--- config.mk ---
export PLATFORM = sky130hd
export DESIGN_NAME = fixed_block_pool_allocator_core
export DESIGN_NICKNAME = d
export VERILOG_FILES = /design/src/rtl/fbpa_pkg.sv /design/src/rtl/fixed_block_pool_allocator_core.sv /design/src/rtl/fbpa_ram.sv /design/src/rtl/fbpa_ctrl.sv /design/src/rtl/fbpa_dp.sv
export VERILOG_INCLUDE_DIRS = /design/src /design/src/rtl
export SDC_FILE = /design/constraint.sdc
export NUM_CORES = 1
export LEC_CHECK = 0
export ABC_CLOCK_PERIOD_IN_PS = 8800
export BUFFER_PORTS_ARGS = -buffer_cell sky130_fd_sc_hd__clkbuf_2
export CAP_MARGIN = 15
export CORE_AREA = 4 4 243 245
export DETAILED_ROUTE_END_ITERATION = 6
export DIE_AREA = 0 0 247 249
export GPL_ROUTABILITY_DRIVEN = 0
export PLACE_DENSITY = 0.8
export SETUP_SLACK_MARGIN = 0.02
export SYNTH_ARGS = -nofsm -noshare
export SYNTH_HDL_FRONTEND = slang
export SYNTH_SLANG_ARGS = --single-unit
--- constraint.sdc ---
create_clock -name i_clk -period 8.8 [get_ports i_clk]
set_input_delay 0.88 -clock i_clk [delete_from_list [all_inputs] [get_ports i_clk]]
set_output_delay 0.88 -clock i_clk [all_outputs]
set_load 0.01 [all_outputs]
--- src/rtl/assert_macros.svh ---
// Assertion macros shared by the allocator RTL.
// Expects i_clk and i_rst_n in the scope of every use.
`ifndef ASSERT_MACROS_SVH
`define ASSERT_MACROS_SVH

// Check a property on every rising edge outside reset.
`define FBPA_ASSERT(lbl, prop, msg) \
    lbl: assert property (@(posedge i_clk) disable iff (!i_rst_n) (prop)) else $error(msg);

// Check that an expression is never true outside reset.
`define FBPA_NEVER(lbl, expr, msg) \
    `FBPA_ASSERT(lbl, !(expr), msg)

`endif

--- src/rtl/fbpa_pkg.sv ---
// Shared types and constants of the fixed block pool allocator.
// No dependencies.
package fbpa_pkg;

    localparam int MAX_BLOCKS = 64;
    localparam int IDX_W      = $clog2(MAX_BLOCKS);
    localparam int DEPTH_W    = $clog2(MAX_BLOCKS + 1);
    localparam int ADDR_W     = 32;
    localparam int LOG2_W     = 4;
    localparam int CNT_W      = 7;
    localparam int MASK_W     = 12;
    localparam int SPAN_W     = CNT_W + MASK_W;
    localparam int CFG_IDX_W  = 2;
    localparam int CFG_DATA_W = 32;

    localparam logic [LOG2_W-1:0]  LOG2_LIMIT      = LOG2_W'(MASK_W);
    localparam logic [ADDR_W-1:0]  RST_POOL_BASE   = 32'd4096;
    localparam logic [LOG2_W-1:0]  RST_BLOCK_LOG2  = 4'd4;
    localparam logic [DEPTH_W-1:0] DEPTH_MAX       = DEPTH_W'(MAX_BLOCKS);

    typedef enum logic [CFG_IDX_W-1:0] {
        CFG_POOL_BASE       = 2'd0,
        CFG_BLOCK_SIZE_LOG2 = 2'd1,
        CFG_BLOCK_COUNT     = 2'd2
    } t_cfg_idx;

    typedef enum logic [1:0] {
        ST_OK       = 2'd0,
        ST_OOM      = 2'd1,
        ST_BAD_FREE = 2'd2
    } t_status;

    typedef struct packed {
        logic              req_type;
        logic [ADDR_W-1:0] free_address;
    } t_req;

    typedef struct packed {
        logic [ADDR_W-1:0] block_address;
        t_status           status;
    } t_rsp;

    typedef struct packed {
        logic capture;
        logic commit;
    } t_dp_cmd;

    typedef struct packed {
        logic out_free;
    } t_dp_sts;

endpackage

--- src/rtl/fixed_block_pool_allocator_core.sv ---
// Channel  Direction  Handshake                 Payload
// req      in         i_req_valid/o_req_ready   t_req (req_type, free_address)
// rsp      out        o_rsp_valid/i_rsp_ready   t_rsp (block_address, status)
// cfg      in         i_cfg_we                  i_cfg_idx, i_cfg_data
// An item is accepted, which starts the free-stack RAM read, then looked up and committed.
// The free-stack RAM read is registered, hence the separate lookup state.
// A new item is accepted while a finished result waits in the output register.
// A stalled result holds the sequencer in its lookup state until the output drains.
// Synchronous active-low reset; the free stack needs no clearing pass.
// Top level of the fixed block pool allocator; depends on fbpa_pkg, fbpa_ctrl, fbpa_dp.
module fixed_block_pool_allocator_core
    import fbpa_pkg::*;
(
    input  logic                  i_clk,
    input  logic                  i_rst_n,
    input  logic                  i_cfg_we,
    input  logic [CFG_IDX_W-1:0]  i_cfg_idx,
    input  logic [CFG_DATA_W-1:0] i_cfg_data,
    input  logic                  i_req_valid,
    output logic                  o_req_ready,
    input  t_req                  i_req,
    output logic                  o_rsp_valid,
    input  logic                  i_rsp_ready,
    output t_rsp                  o_rsp
);

    t_dp_cmd cmd;
    t_dp_sts sts;

    fbpa_ctrl u_ctrl (
        .i_clk       (i_clk),
        .i_rst_n     (i_rst_n),
        .i_req_valid (i_req_valid),
        .o_req_ready (o_req_ready),
        .i_sts       (sts),
        .o_cmd       (cmd)
    );

    fbpa_dp u_dp (
        .i_clk       (i_clk),
        .i_rst_n     (i_rst_n),
        .i_cfg_we    (i_cfg_we),
        .i_cfg_idx   (i_cfg_idx),
        .i_cfg_data  (i_cfg_data),
        .i_req       (i_req),
        .i_cmd       (cmd),
        .o_sts       (sts),
        .o_rsp_valid (o_rsp_valid),
        .i_rsp_ready (i_rsp_ready),
        .o_rsp       (o_rsp)
    );

endmodule

--- src/rtl/fbpa_ram.sv ---
// Generic single-write, single-read RAM with registered read data.
// No dependencies.
module fbpa_ram #(
    parameter int DATA_W = 8,
    parameter int DEPTH  = 64,
    parameter int ADDR_W = $clog2(DEPTH)
) (
    input  logic              i_clk,
    input  logic              i_we,
    input  logic [ADDR_W-1:0] i_waddr,
    input  logic [DATA_W-1:0] i_wdata,
    input  logic              i_re,
    input  logic [ADDR_W-1:0] i_raddr,
    output logic [DATA_W-1:0] o_rdata
);

    logic [DATA_W-1:0] r_mem [DEPTH];
    logic [DATA_W-1:0] r_rdata;

    always_ff @(posedge i_clk) begin
        if (i_we) begin
            r_mem[i_waddr] <= i_wdata;
        end
        if (i_re) begin
            r_rdata <= r_mem[i_raddr];
        end
    end

    assign o_rdata = r_rdata;

endmodule

--- src/rtl/fbpa_ctrl.sv ---
// Request sequencer of the allocator: capture, look up, commit.
// Depends on fbpa_pkg and assert_macros.svh.
`include "assert_macros.svh"

module fbpa_ctrl
    import fbpa_pkg::*;
(
    input  logic    i_clk,
    input  logic    i_rst_n,
    input  logic    i_req_valid,
    output logic    o_req_ready,
    input  t_dp_sts i_sts,
    output t_dp_cmd o_cmd
);

    typedef enum logic [1:0] {
        S_IDLE = 2'b01,
        S_LOOK = 2'b10
    } t_state;

    t_state r_state;
    t_state n_state;

    assign o_req_ready = (r_state == S_IDLE);
    assign o_cmd.capture = i_req_valid && o_req_ready;
    assign o_cmd.commit  = (r_state == S_LOOK) && i_sts.out_free;

    always_comb begin
        n_state = r_state;
        unique case (r_state)
            S_IDLE: begin
                if (o_cmd.capture) begin
                    n_state = S_LOOK;
                end
            end
            S_LOOK: begin
                if (o_cmd.commit) begin
                    n_state = S_IDLE;
                end
            end
            default: n_state = S_IDLE;
        endcase
    end

    always_ff @(posedge i_clk) begin
        if (!i_rst_n) begin
            r_state <= S_IDLE;
        end else begin
            r_state <= n_state;
        end
    end

    `FBPA_ASSERT(a_one_in_flight, o_cmd.capture |=> !o_cmd.capture, "item accepted while busy")
    `FBPA_ASSERT(a_capture_then_look, o_cmd.capture |=> (r_state == S_LOOK), "no lookup after accept")

endmodule

--- src/rtl/fbpa_dp.sv ---
// Allocator datapath: config registers, free stack, in-use map, result register.
// Depends on fbpa_pkg, fbpa_ram and assert_macros.svh.
`include "assert_macros.svh"

module fbpa_dp
    import fbpa_pkg::*;
(
    input  logic                  i_clk,
    input  logic                  i_rst_n,
    input  logic                  i_cfg_we,
    input  logic [CFG_IDX_W-1:0]  i_cfg_idx,
    input  logic [CFG_DATA_W-1:0] i_cfg_data,
    input  t_req                  i_req,
    input  t_dp_cmd               i_cmd,
    output t_dp_sts               o_sts,
    output logic                  o_rsp_valid,
    input  logic                  i_rsp_ready,
    output t_rsp                  o_rsp
);

    logic [ADDR_W-1:0]     r_pool_base;
    logic [LOG2_W-1:0]     r_log2;
    logic [DEPTH_W-1:0]    r_count;
    logic [DEPTH_W-1:0]    r_depth;
    logic [MAX_BLOCKS-1:0] r_in_use;
    logic [MAX_BLOCKS-1:0] r_stk_vld;
    logic                  r_req_type;
    logic                  r_addr_nz;
    logic [ADDR_W-1:0]     r_off;
    logic [IDX_W-1:0]      r_rd_addr;
    logic                  r_rd_vld;
    t_rsp                  r_out;
    logic                  r_out_valid;

    logic [IDX_W-1:0]      rd_addr;
    logic [IDX_W-1:0]      ram_rdata;
    logic [IDX_W-1:0]      stk_idx;
    logic [LOG2_W-1:0]     eff_sh;
    logic [SPAN_W-1:0]     span;
    logic [MASK_W-1:0]     lo_mask;
    logic [ADDR_W-1:0]     off_shr;
    logic [IDX_W-1:0]      free_idx;
    logic                  alloc_ok;
    logic                  free_ok;
    logic [ADDR_W-1:0]     alloc_addr;
    logic [DEPTH_W-1:0]    cfg_count;
    logic [CNT_W-1:0]      cfg_raw;
    t_rsp                  n_out;

    assign rd_addr  = IDX_W'(r_depth - DEPTH_W'(1));
    assign eff_sh   = (r_log2 > LOG2_LIMIT) ? LOG2_LIMIT : r_log2;
    assign stk_idx  = r_rd_vld ? ram_rdata : r_rd_addr;
    assign alloc_ok = (r_depth != '0);
    assign alloc_addr = r_pool_base + (ADDR_W'(stk_idx) << eff_sh);

    assign span     = SPAN_W'(r_count) << eff_sh;
    assign lo_mask  = ~({MASK_W{1'b1}} << eff_sh);
    assign off_shr  = r_off >> eff_sh;
    assign free_idx = off_shr[IDX_W-1:0];
    assign free_ok  = r_addr_nz
                   && ((r_off[MASK_W-1:0] & lo_mask) == '0)
                   && (r_off[ADDR_W-1:SPAN_W] == '0)
                   && (r_off[SPAN_W-1:0] < span)
                   && r_in_use[free_idx]
                   && (r_depth < DEPTH_MAX);

    assign cfg_raw = i_cfg_data[CNT_W-1:0];
    always_comb begin
        priority if (cfg_raw == '0) begin
            cfg_count = DEPTH_W'(1);
        end else if (DEPTH_W'(cfg_raw) > DEPTH_MAX) begin
            cfg_count = DEPTH_MAX;
        end else begin
            cfg_count = DEPTH_W'(cfg_raw);
        end
    end

    always_comb begin
        n_out.block_address = '0;
        n_out.status        = ST_OK;
        if (!r_req_type) begin
            if (alloc_ok) begin
                n_out.block_address = alloc_addr;
            end else begin
                n_out.status = ST_OOM;
            end
        end else if (!free_ok) begin
            n_out.status = ST_BAD_FREE;
        end
    end

    assign o_sts.out_free = !r_out_valid || i_rsp_ready;
    assign o_rsp_valid    = r_out_valid;
    assign o_rsp          = r_out;

    fbpa_ram #(
        .DATA_W (IDX_W),
        .DEPTH  (MAX_BLOCKS)
    ) u_stack (
        .i_clk   (i_clk),
        .i_we    (i_cmd.commit && r_req_type && free_ok),
        .i_waddr (r_depth[IDX_W-1:0]),
        .i_wdata (free_idx),
        .i_re    (i_cmd.capture),
        .i_raddr (rd_addr),
        .o_rdata (ram_rdata)
    );

    always_ff @(posedge i_clk) begin
        if (i_cmd.capture) begin
            r_req_type <= i_req.req_type;
            r_addr_nz  <= (i_req.free_address != '0);
            r_off      <= i_req.free_address - r_pool_base;
            r_rd_addr  <= rd_addr;
            r_rd_vld   <= r_stk_vld[rd_addr];
        end
        if (i_cmd.commit) begin
            r_out <= n_out;
        end
    end

    always_ff @(posedge i_clk) begin
        if (!i_rst_n) begin
            r_pool_base <= RST_POOL_BASE;
            r_log2      <= RST_BLOCK_LOG2;
            r_count     <= DEPTH_MAX;
            r_depth     <= DEPTH_MAX;
            r_in_use    <= '0;
            r_stk_vld   <= '0;
            r_out_valid <= 1'b0;
        end else begin
            if (i_cmd.commit) begin
                r_out_valid <= 1'b1;
            end else if (i_rsp_ready) begin
                r_out_valid <= 1'b0;
            end
            if (i_cmd.commit && !r_req_type && alloc_ok) begin
                r_depth           <= r_depth - DEPTH_W'(1);
                r_in_use[stk_idx] <= 1'b1;
            end
            if (i_cmd.commit && r_req_type && free_ok) begin
                r_depth                       <= r_depth + DEPTH_W'(1);
                r_in_use[free_idx]            <= 1'b0;
                r_stk_vld[r_depth[IDX_W-1:0]] <= 1'b1;
            end
            if (i_cfg_we) begin
                unique case (i_cfg_idx)
                    CFG_POOL_BASE: begin
                        r_pool_base <= i_cfg_data[ADDR_W-1:0];
                    end
                    CFG_BLOCK_SIZE_LOG2: begin
                        r_log2 <= i_cfg_data[LOG2_W-1:0];
                    end
                    CFG_BLOCK_COUNT: begin
                        r_count   <= cfg_count;
                        r_depth   <= cfg_count;
                        r_in_use  <= '0;
                        r_stk_vld <= '0;
                    end
                    default: begin
                    end
                endcase
            end
        end
    end

    `FBPA_NEVER(a_depth_bound, r_depth > DEPTH_MAX, "free stack depth above pool size")
    `FBPA_ASSERT(a_alloc_marks, (i_cmd.commit && !r_req_type && alloc_ok) |=> r_in_use[$past(stk_idx)], "allocated block not marked")
    `FBPA_ASSERT(a_free_pushes, (i_cmd.commit && r_req_type && free_ok) |=> (r_depth == $past(r_depth) + DEPTH_W'(1)), "free did not push")
    `FBPA_ASSERT(a_no_overwrite, i_cmd.commit |-> o_sts.out_free, "result overwritten")

endmodule

# Word-level counts from Yosys, hierarchy flattened
# Memory sizes are Yosys's and may differ from the RTL's. A register that Yosys moved wholly into a read port is not among the register bits.
# Cells that the tools add are included.
[word_totals]
output_inout_bits = 36
wordCells = 113
mem_count = 1
mem_bits_rw = 384
input_bits = 72
register_bits = 256
[mem_list]
columns = ["name", "words", "width", "read_ports", "rd_clocked_by_memory_dff", "write_ports", "line", "source"]
rows = [
  ["u_dp.u_stack.r_mem", 64, 6, 1, 1, 1, "fbpa_ram.sv:17", "logic [DATA_W-1:0] r_mem [DEPTH];"],
]
[classes]
mux = 36
bitwise_logic = 7
add_sub_neg = 4
order_cmp = 11
eq_ne = 6
shifts = 4
reduce_logical = 29
[op_table]
columns = ["operator", "count"]
rows = [
  ["64-bit two-way mux", 8],
  ["64-bit bitwise OR", 2],
  ["64-bit AND", 1],
  ["64-bit inverter", 1],
  ["7-bit two-way mux", 6],
  ["32-bit adder", 1],
  ["32-bit nonzero test", 1],
  ["6-bit by 4-bit left shift with 32-bit output", 1],
  ["32-bit by 4-bit >> shifter with 6-bit output", 1],
  ["32-bit subtractor", 1],
  ["6-bit by 7-bit less-than comparator with 1-bit output (second input constant)", 4],
  ["19-bit less-than comparator", 1],
  ["7-bit by 4-bit left shift with 19-bit output", 1],
  ["1-bit demux with 6-bit select", 3],
  ["6-bit by 1-bit >= comparator with 1-bit output (second input constant)", 3],
  ["1-bit logical AND", 14],
  ["13-bit logical NOT", 1],
  ["12-bit AND", 1],
  ["1-bit binary-select mux with 6-bit select", 2],
  ["12-bit logical NOT", 1],
  ["12-bit inverter", 1],
  ["12-bit by 4-bit left shift with 12-bit output (first input constant)", 1],
  ["1-bit two-way mux", 10],
  ["2-bit two-way mux", 4],
  ["other kinds (20)", 27],
]

# Longest topological paths before layout
# Gate-level depths: netlist of run 1.
[depth]
ltp_word = 15
depth_mapped = 21
depth_no_buf = 19

# Cells and area by module
# From an unflattened synthesis of run 1, not the netlist that was laid out.
[hier_totals]
hier_cells = 2518
hier_area_um2 = 30795.8
[by_module_without_submodules]
columns = ["mod", "n_inst", "cells_each", "area_each_um2"]
rows = [
  ["fbpa_dp", 1, 1789, 15416.0],
  ["fbpa_ram", 1, 720, 15285.9],
  ["fbpa_ctrl", 1, 9, 93.8],
]

# Worst setup path after synthesis of run 1
# Ideal clock, no wire load.
[synth_timing]
path_kind = "register to register"
start = "reg u_dp.r_log2[1]"
end = "mem u_dp.u_stack.r_mem[0][0] in the netlist's numbering (enable)"
path_stages_with_launch = 15
required_time_ps = 8522
t_arrival_ps = 5091
path_slack_ps = 3431
setup_ps = 278
cell_sequence = "dfxtp_1 -> buf_4 -> buf_2 -> mux2i_1 -> a21oi_1 -> o31ai_1 -> a31oi_1 -> nand3_2 -> a2111oi_0 -> o31ai_2 -> o221a_4 -> and4b_1 -> buf_4 -> nand3_2 -> nor2_1"
[synth_between]
elab_cells_between_ends = 19
classes_between = "order compare: 2; shift: 3; mux: 5; bitwise: 2; reduce/logical: 7"
[synth_lines]
columns = ["element", "line", "source"]
rows = [
  ["start, declared", "fbpa_dp.sv:22", "logic [LOG2_W-1:0] r_log2;"],
  ["start signal, assigned", "fbpa_dp.sv:152", "r_log2 <= i_cfg_data[LOG2_W-1:0];"],
  ["4-bit greater-than comparator", "fbpa_dp.sv:51", "assign eff_sh = (r_log2 > LOG2_LIMIT) ? LOG2_LIMIT : r_log2;"],
  ["4-bit two-way mux (*)", "fbpa_dp.sv:51", ""],
  ["32-bit by 4-bit >> shifter with 6-bit output (*)", "fbpa_dp.sv:58", "assign off_shr = r_off >> eff_sh;"],
  ["via u_dp.off_shr[4]", "fbpa_dp.sv:41", "logic [ADDR_W-1:0] off_shr;"],
  ["1-bit binary-select mux with 6-bit select (*)", "fbpa_dp.sv:64", "&& r_in_use[free_idx]"],
  ["1-bit two-way mux (not written as such) (*)", "fbpa_dp.sv:64", ""],
  ["1-bit logical AND (*)", "fbpa_dp.sv:64", ""],
  ["1-bit logical AND (*)", "fbpa_dp.sv:65", "&& (r_depth < DEPTH_MAX);"],
  ["1-bit logical AND (*)", "fbpa_dp.sv:101", ".i_we (i_cmd.commit && r_req_type && free_ok),"],
  ["1-bit two-way mux (*)", "fbpa_ram.sv:21", "if (i_we) begin"],
  ["1-bit two-way mux (not written as such) (*)", "fbpa_ram.sv:22", "r_mem[i_waddr] <= i_wdata;"],
  ["end, declared", "fbpa_ram.sv:17", ""],
]
# The timed path passes the listed nets; every way through them passes the cells marked *. The select of a mux whose other input is x is not followed.

# Final worst setup path of run 1
[layout_timing]
start = "reg u_dp.r_log2[1]"
end = "mem u_dp.u_stack.r_mem[0][2] in the netlist's numbering (enable)"
[layout_between]
elab_chain_cells = 14
elab_cells_between_ends = 19
classes_between = "order compare: 2; shift: 3; mux: 5; bitwise: 2; reduce/logical: 7"
[layout_rtl]
columns = ["element", "line"]
rows = [
  ["4-bit greater-than comparator", "fbpa_dp.sv:51"],
  ["4-bit two-way mux (*)", "fbpa_dp.sv:51"],
  ["branches (longest 7 deep; another with 19-bit less-than comparator)", "--"],
  ["1-bit logical AND (*)", "fbpa_dp.sv:64"],
  ["1-bit logical AND (*)", "fbpa_dp.sv:65"],
  ["1-bit logical AND (*)", "fbpa_dp.sv:101"],
  ["1-bit two-way mux (*)", "fbpa_ram.sv:21"],
  ["1-bit two-way mux (not written as such) (*)", "fbpa_ram.sv:22"],
]
# Every way passes the cells marked *. The select of a mux whose other input is x is not followed.

==> results of run 1 <==
-- worst paths after layout --
check	start	slack [ps]	end
worst min-delay path	i_req[32]	400	u_dp.r_req_type$_DFFE_PP_
worst max-delay path	u_dp.r_log2[1]$_SDFFE_PN0P_	2080	u_dp.u_stack.r_mem[0][2]$_DFFE_PP_
worst min register to register	u_dp.r_stk_vld[57]$_SDFF_PN0_	450	u_dp.r_stk_vld[57]$_SDFF_PN0_
worst max register to register	u_dp.r_log2[1]$_SDFFE_PN0P_	2080	u_dp.u_stack.r_mem[0][2]$_DFFE_PP_
-- area by class of cell --
class	count	share of cell area
Clock inverter	38	0.0129
Timing Repair Buffer	136	0.0219
Multi-Input combinational cell	1819	0.370
Inverter	70	0.00783
Tap cell	765	0.0278
Sequential cell	646	0.512
Clock buffer	77	0.0480
-- worst max-delay path: stages (launching register included) --
cell	delay, ps
dfxtp_1	310
buf_4	330
a21boi_1	760
a211oi_1	260
o311ai_4	460
o211ai_4	310
inv_4	650
buf_4	490
mux2_2	240
o221ai_1	130
o31ai_1	160
o221a_4	320
and4b_1	870
nand3_2	420
nor2_1	590
-- synth_stat cells (all sizes together) (16+ instances only) --
| master | count | area (µm²) |
|---|---|---|
| a21boi | 38 | 285 |
| dfxtp | 181 | 3620 |
| nand2 | 368 | 1380 |
| nor4 | 22 | 138 |
| mux2i | 40 | 400 |
| nor3 | 42 | 221 |
| o21a | 17 | 128 |
| a21oi | 136 | 688 |
| o21ai | 181 | 910 |
| nand3 | 113 | 611 |
| and3 | 37 | 231 |
| buf | 54 | 263 |
| nor2 | 243 | 920 |
| nor2b | 25 | 156 |
| a31oi | 24 | 150 |
| ha | 73 | 913 |
| edfxtp | 465 | 14000 |
| o211ai | 16 | 134 |
| a21o | 19 | 143 |
| inv | 68 | 258 |
| a311oi | 22 | 193 |
| nand2b | 16 | 100 |
| mux4 | 116 | 2610 |
| and2 | 21 | 131 |
| xnor2 | 33 | 289 |
| a211oi | 22 | 165 |
| clkbuf | 94 | 353 |
-- power by group through the flow --
stage	sequential, µW	clock [µW]	combinational (µW)
2_1_floorplan	3470	0	622
3_3_place_gp	3490	0	911
3_5_place_dp	3490	0	932
4_1_cts	3430	2750	941
5_1_grt	3430	2880	1030
6_report	3430	2730	969
-- sequential cells by signal, summed over array words and instances (netlist names) --
| name | flops |
|---|---|
| u_dp.r_addr_nz | 1 |
| u_dp.r_rd_vld | 1 |
| u_dp.r_req_type | 1 |
| u_dp.r_off | 32 |
| u_dp.r_log2 | 4 |
| u_dp.r_stk_vld | 64 |
| u_dp.o_rsp | 34 |
| u_dp.u_stack.r_mem | 384 |
| u_dp.r_pool_base | 32 |
| u_dp.r_in_use | 64 |
| u_dp.r_rd_addr | 6 |
| u_dp.r_depth | 7 |
| u_dp.r_count | 7 |
| u_ctrl.r_state | 2 |
| u_dp.u_stack.o_rdata | 6 |
| u_dp.o_rsp_valid | 1 |
-- cells by family (layout without fill, tap and decap cells) --
kind of cell	Yosys count	in the layout	synth area share
XOR/XNOR	47	47	0.0132
multiplexers	170	170	0.102
other	1	3	0.000121
adder cells (fa/ha/maj)	75	75	0.0307
buffers and inverters	218	321	0.0283
flip-flops	646	646	0.566
AND/OR/NAND/NOR	950	950	0.140
AO/OA/AOI/OAI	574	574	0.120
-- per-layer routing --
| layer | wire length, µm | global-route usage |
|---|---|---|
| met5 | 0 | 0 |
| met4 | 3830 | 0.108 |
| met3 | 9080 | 0.0549 |
| met2 | 39800 | 0.433 |
| met1 | 32000 | 0.358 |
-- stage by stage --
stage / power (µW) / setup slack [ps]
after detailed placement: 4420 / 2280
after global placement: 4400 / 2580
after CTS: 7120 / 2160
after global routing: 7340 / 1860
final: 7130 / 2080
after floorplan: 4090 / 3430
==> results.yml, run 1 <==
cells_and_area:
  ff_latch_area_um2: 17600
  post-route-util: 0.601
  layout_common_cells: "edfxtp_1 (465), nand2_1 (368), nor2_1 (240), dfxtp_1 (180), o21ai_0 (143)"
  final_cells: 3551
  fin_area_um2: 34400
  mostFrequentLayoutCell: "edfxtp_1"
  areaGrowthSynthToFinish_pct: 10.6
  antennaDiodeCount: 0
  drive_above_1_share: 0.153
  fillers: 4278
  fin_nets: 2881
  multi_input_area_um2: 12700
timing:
  finalSetupTns_ps: 0
  fmax_mhz: 149
  hold_viol_final: 0
  relSlewSlack: 0.166
  clock-skew-final_ps: 80.2
  slew_violations: 0
  rsz0062_at_grt: "false"
  finalSetupViolations: 0
  period_minus_slack_ps: 6720
  fin_hold_ws_ps: 404
  fin_crit_sh: 0.764
  worst_slew_pin_slew_ps: 1250
power:
  clock_power_share: 0.383
  p_comb_frac: 0.136
  ir_drop_mv: 0.178
  p_leak_uw: 0.0115
  cellPowerDensity_nw_per_um2: 207
  p_seq_frac: 0.481
  switching_power_uw: 1910
  p_sw_frac: 0.268
  p_int_uw: 5220
cts:
  ctsHtreeMaxLevel: 2
  ctsHoldBuffers: 0
  clock_latency_ps: 670
  cts_tree: "built"
  clkSinkCount: 646
  cts_setup_buffers: 0
  cts.repair.resized: 0
  cts_buffer_depth: 3
  clk_pin_slew_ps: 60
  cts_inserted_buffers: 61
  clockRootBuffer: "clkbuf_16"
yosys:
  ys_seq_elements: 646
  synth_flop_cell: "edfxtp_1"
  synth_edf_count: 465
  async_flop_share: 0
  ys_types: 103
  synth_warnings: 0
  syn_area_um2: 31100
  ys_seq_area_frac: 0.566
  syn_area_per_cell_um2: 11.6
  syn_inst: 2681
grt:
  grt_overflow: 0
  grt_pass1_wl_um: 129000
  grt_antenna_before_repair: 0
  grt_max_degree: 89
  grt_usage: 0.268
  grt_pass1_vias: 22466
run:
  maxCapViolCount: 0
placed_design:
  dp_hpwl_um: 55100
  port_buffers: 107
  dpl.cell_count: 3436
  placed_area_um2: 32300
die:
  start_util: 0.544
  fp-row-count: 88
  fp.dieH_um: 249
  core_um2: 57100
  ioPinCount: 108
  die_w_um: 247
  die-area_um2: 61500
outcome:
  violations: "design-rule violations"
  status: "complete, but fails checks"
worst_setup_path:
  r2r_cells: 14
  critPathRequiredTime_ps: 9100
  crit_path_end_kind: "register"
  criticalPathCategory: "register to register"
  crit_path_max_fanout: 59
  startpoint_type: "register"
  cp.arrival_ps: 7030
detailed_routing:
  drt-wirelength-per-cell_um: 23.9
  drc_errors: 2
  avgViaCountPerCell: 6.50
  vias: 23065
  antenna_left: 0
  wirelength_um: 84800
  drtPass1Iterations: 7
  drt_iter0_drc: 3073
min_path:
  min_path_type: "input port to register"
  min_path_cells: 1
No activity file was read; power rests on OpenSTA's default activity.
==> inputs of run 2 (changes only) <==
--- a/config.mk
+++ b/config.mk
@@ -6,14 +6,15 @@
 export SDC_FILE = /design/constraint.sdc
 export NUM_CORES = 1
 export LEC_CHECK = 0
-export ABC_CLOCK_PERIOD_IN_PS = 8800
+export ABC_AREA = 1
+export ABC_CLOCK_PERIOD_IN_PS = 6500
 export BUFFER_PORTS_ARGS = -buffer_cell sky130_fd_sc_hd__clkbuf_2
 export CAP_MARGIN = 15
-export CORE_AREA = 4 4 243 245
+export CORE_AREA = 4 4 244 246
 export DETAILED_ROUTE_END_ITERATION = 6
-export DIE_AREA = 0 0 247 249
+export DIE_AREA = 0 0 248 250
 export GPL_ROUTABILITY_DRIVEN = 0
-export PLACE_DENSITY = 0.8
+export PLACE_DENSITY = 0.79
 export SETUP_SLACK_MARGIN = 0.02
 export SYNTH_ARGS = -nofsm -noshare
 export SYNTH_HDL_FRONTEND = slang
==> constraint.sdc (replaced) <==
create_clock -name i_clk -period 6.5 [get_ports i_clk]
set_input_delay 0.65 -clock i_clk [delete_from_list [all_inputs] [get_ports i_clk]]
set_output_delay 0.65 -clock i_clk [all_outputs]
set_load 0.01 [all_outputs]
==> results.yml, run 2 <==
worst_setup_path:
  critPathCapture: "u_dp.u_stack.r_mem[23][0]$_DFFE_PP_"
  r2r_cells: 17
  slowest_delay_ps: 960
  cp.arrival_ps: 5730
  crit_path_end_kind: "register"
  regToRegStartpoint: "u_dp.r_log2[0]$_SDFFE_PN0P_"
  cp-startpoint: "u_dp.r_log2[0]$_SDFFE_PN0P_"
  ff2ff_setup_slack_ps: 1000
  crit_top_cell: "nand2_1"
  r2r-end: "u_dp.u_stack.r_mem[23][0]$_DFFE_PP_"
  criticalPathCategory: "register to register"
  crit_path_max_fanout: 48
  crit_chain: "nand2_2 -> o21ai_0 -> inv_1 -> o21ai_0 -> nand2_1 -> ha_1 -> nand2_1 -> inv_1 -> nand3_1 -> o21ai_1 -> nor4_1 -> nand2_1 -> nor4_1 -> nand2_1 -> nor2_4 -> nand4_4 -> nor3_1"
  critPathSlowestCell: "nor3_1"
  startpoint_type: "register"
  critPathRequiredTime_ps: 6730
yosys:
  synth_area_leader_cell: "edfxtp_1"
  yosys-top-cells-area: "edfxtp_1 (45%), dfxtp_1 (12%), o21ai_0 (7.3%)"
  ys_seq_area_frac: 0.564
  syn_area_per_cell_um2: 9.14
  ys_seq_elements: 646
  syn_inst: 3416
  synth_edf_count: 465
  post-synth-top-count-cell: "nand2_1"
  synth_warnings: 0
  synth_commonest_cells: "nand2_1 (472), edfxtp_1 (465), o21ai_0 (454)"
  synth_flop_cell: "edfxtp_1"
  syn_area_um2: 31200
  yosysTopAreaCellShare: 0.447
  ys_types: 58
  async_flop_share: 0
timing:
  period_minus_slack_ps: 5500
  finalSetupTns_ps: 0
  slew_violations: 0
  worst_slew_pin_slew_ps: 1180
  clock-skew-final_ps: 26.5
  rsz0062_at_grt: "false"
  fmax_mhz: 182
  finalSetupViolations: 0
  hold_viol_final: 0
  fin_crit_sh: 0.846
  relSlewSlack: 0.214
cells_and_area:
  layout_common_cells: "nand2_1 (472), edfxtp_1 (465), o21ai_0 (454), nor2_1 (391), inv_1 (375)"
  top_regs: "u_dp.u_stack.r_mem (384), u_dp.r_in_use (64), u_dp.r_stk_vld (64)"
  post-route-util: 0.602
  antennaDiodeCount: 0
  drive_above_1_share: 0.0829
  largest-register: "u_dp.u_stack.r_mem"
  areaGrowthSynthToFinish_pct: 10.7
  largest_reg_flops: 384
  fin_area_um2: 34600
  mostFrequentLayoutCell: "nand2_1"
  fin_nets: 3604
detailed_routing:
  vias: 25901
  drc_errors: 0
  drtPass1Iterations: 6
  wirelength_um: 86900
  antenna_left: 0
  drt-wirelength-per-cell_um: 20.3
  avgViaCountPerCell: 6.06
  drt_iter0_drc: 3753
power:
  cellPowerDensity_nw_per_um2: 289
  switching_power_uw: 2810
  ir_drop_mv: 0.189
  p_seq_frac: 0.468
  p_leak_uw: 0.0131
  p_sw_frac: 0.281
  p_int_uw: 7180
  p_comb_frac: 0.149
  clock_power_share: 0.383
grt:
  grt_overflow: 0
  grt_pass1_vias: 24693
  grt_antenna_before_repair: 0
  grt_max_degree: 123
  grt_usage: 0.275
  grt_pass1_wl_um: 135000
outcome:
  status: "finished clean"
placed_design:
  dp_hpwl_um: 55000
  placed_area_um2: 32300
  port_buffers: 107
die:
  die_w_um: 248
  core_um2: 57400
  die-area_um2: 62000
  fp-row-count: 88
  ioPinCount: 108
  fp.dieH_um: 250
  start_util: 0.544
cts:
  cts_inserted_buffers: 67
  ctsHtreeMaxLevel: 3
  clk_pin_slew_ps: 60
  cts.repair.resized: 0
  ctsHoldBuffers: 0
  cts_buffer_depth: 3
  clkSinkCount: 646
  cts_tree: "built"
  clockRootBuffer: "clkbuf_16"
  clock_latency_ps: 620
  cts_setup_buffers: 0
run:
  maxCapViolCount: 0
min_path:
  min_path_type: "input port to register"
[run 2: cell count changes in the layout (fill, tap and decap cells not counted), moves of 37 or more]
| cell | change |
|---|---|
| a21oi_1 | +149 |
| and3_1 | -37 |
| inv_1 | +315 |
| mux2i_1 | -38 |
| mux4_2 | -116 |
| nand2_1 | +104 |
| nand4_1 | +41 |
| nor2_1 | +151 |
| o21ai_0 | +311 |
| o221ai_1 | +55 |
| o22ai_1 | +40 |
[run 2: cell type report]
class / count / area, µm²
inverters: 392 / 1480
flip-flops and latches: 646 / 17600
clock inverters: 22 / 255
repair buffers: 145 / 853
clock buffers: 102 / 1940
multi-input cells: 2205 / 11500
fillers: 4638 / 22800
well taps: 765 / 957
[run 2: per-layer routing]
metal | vias up | wire length, µm | GRT usage
met5 | - | 0 | 0
met3 | 265 | 10300 | 0.0603
li1 | 11956 | - | -
met1 | 11995 | 34500 | 0.387
met4 | 0 | 3250 | 0.104
met2 | 1685 | 38900 | 0.419
[run 2: kinds of logic after synthesis]
kind of cell | Yosys count | synth area share
DFF | 646 | 0.564
adders and majority gates | 75 | 0.0306
AOI/OAI and AO/OA | 955 | 0.170
other | 1 | 0.000120
buffers and inverters | 567 | 0.0720
muxes | 2 | 0.000642
xor gates and xnor gates | 38 | 0.0107
and+or+nand+nor | 1132 | 0.152
[run 2: worst min path at each step]
stage                                  startpoint                       endpoint  slack (ps)  cells after the start
floorplan            u_dp.r_stk_vld[0]$_SDFF_PN0_   u_dp.r_stk_vld[0]$_SDFF_PN0_         430                      2
global placement    u_dp.r_stk_vld[60]$_SDFF_PN0_  u_dp.r_stk_vld[60]$_SDFF_PN0_         430                      2
detailed placement  u_dp.r_stk_vld[27]$_SDFF_PN0_  u_dp.r_stk_vld[27]$_SDFF_PN0_         440                      2
CTS                                     i_req[32]      u_dp.r_req_type$_DFFE_PP_         200                      1
global route                            i_req[32]      u_dp.r_req_type$_DFFE_PP_         210                      1
finish                                  i_req[32]      u_dp.r_req_type$_DFFE_PP_         220                      1
[run 2: power groups by stage]
stage	sequential, µW	clock [µW]	combinational, µW
after floorplan	4740	0	958
after global placement	4760	0	1410
after detailed placement	4760	0	1430
after CTS	4680	3860	1440
after global routing	4680	4040	1620
final	4680	3830	1490
[run 2: worst max-delay path: cells and delay by family, from the launching register on]
kind / cells / cell delay (ps)
and+or+nand+nor: 11 / 3290
AOI/OAI and AO/OA: 3 / 840
DFF: 1 / 510
adders and majority gates: 1 / 320
buffers and inverters: 2 / 150
[run 2: through the flow]
stage	power (µW)	cells	hold WS [ps]	setup WS, ps
CTS	9970	4276	202	1120
detailed placement	6190	4152	437	1120
global placement	6180	4152	433	1270
floorplan	5700	3418	426	2380
global route	10300	4277	208	441
finish	9990	4277	223	1000
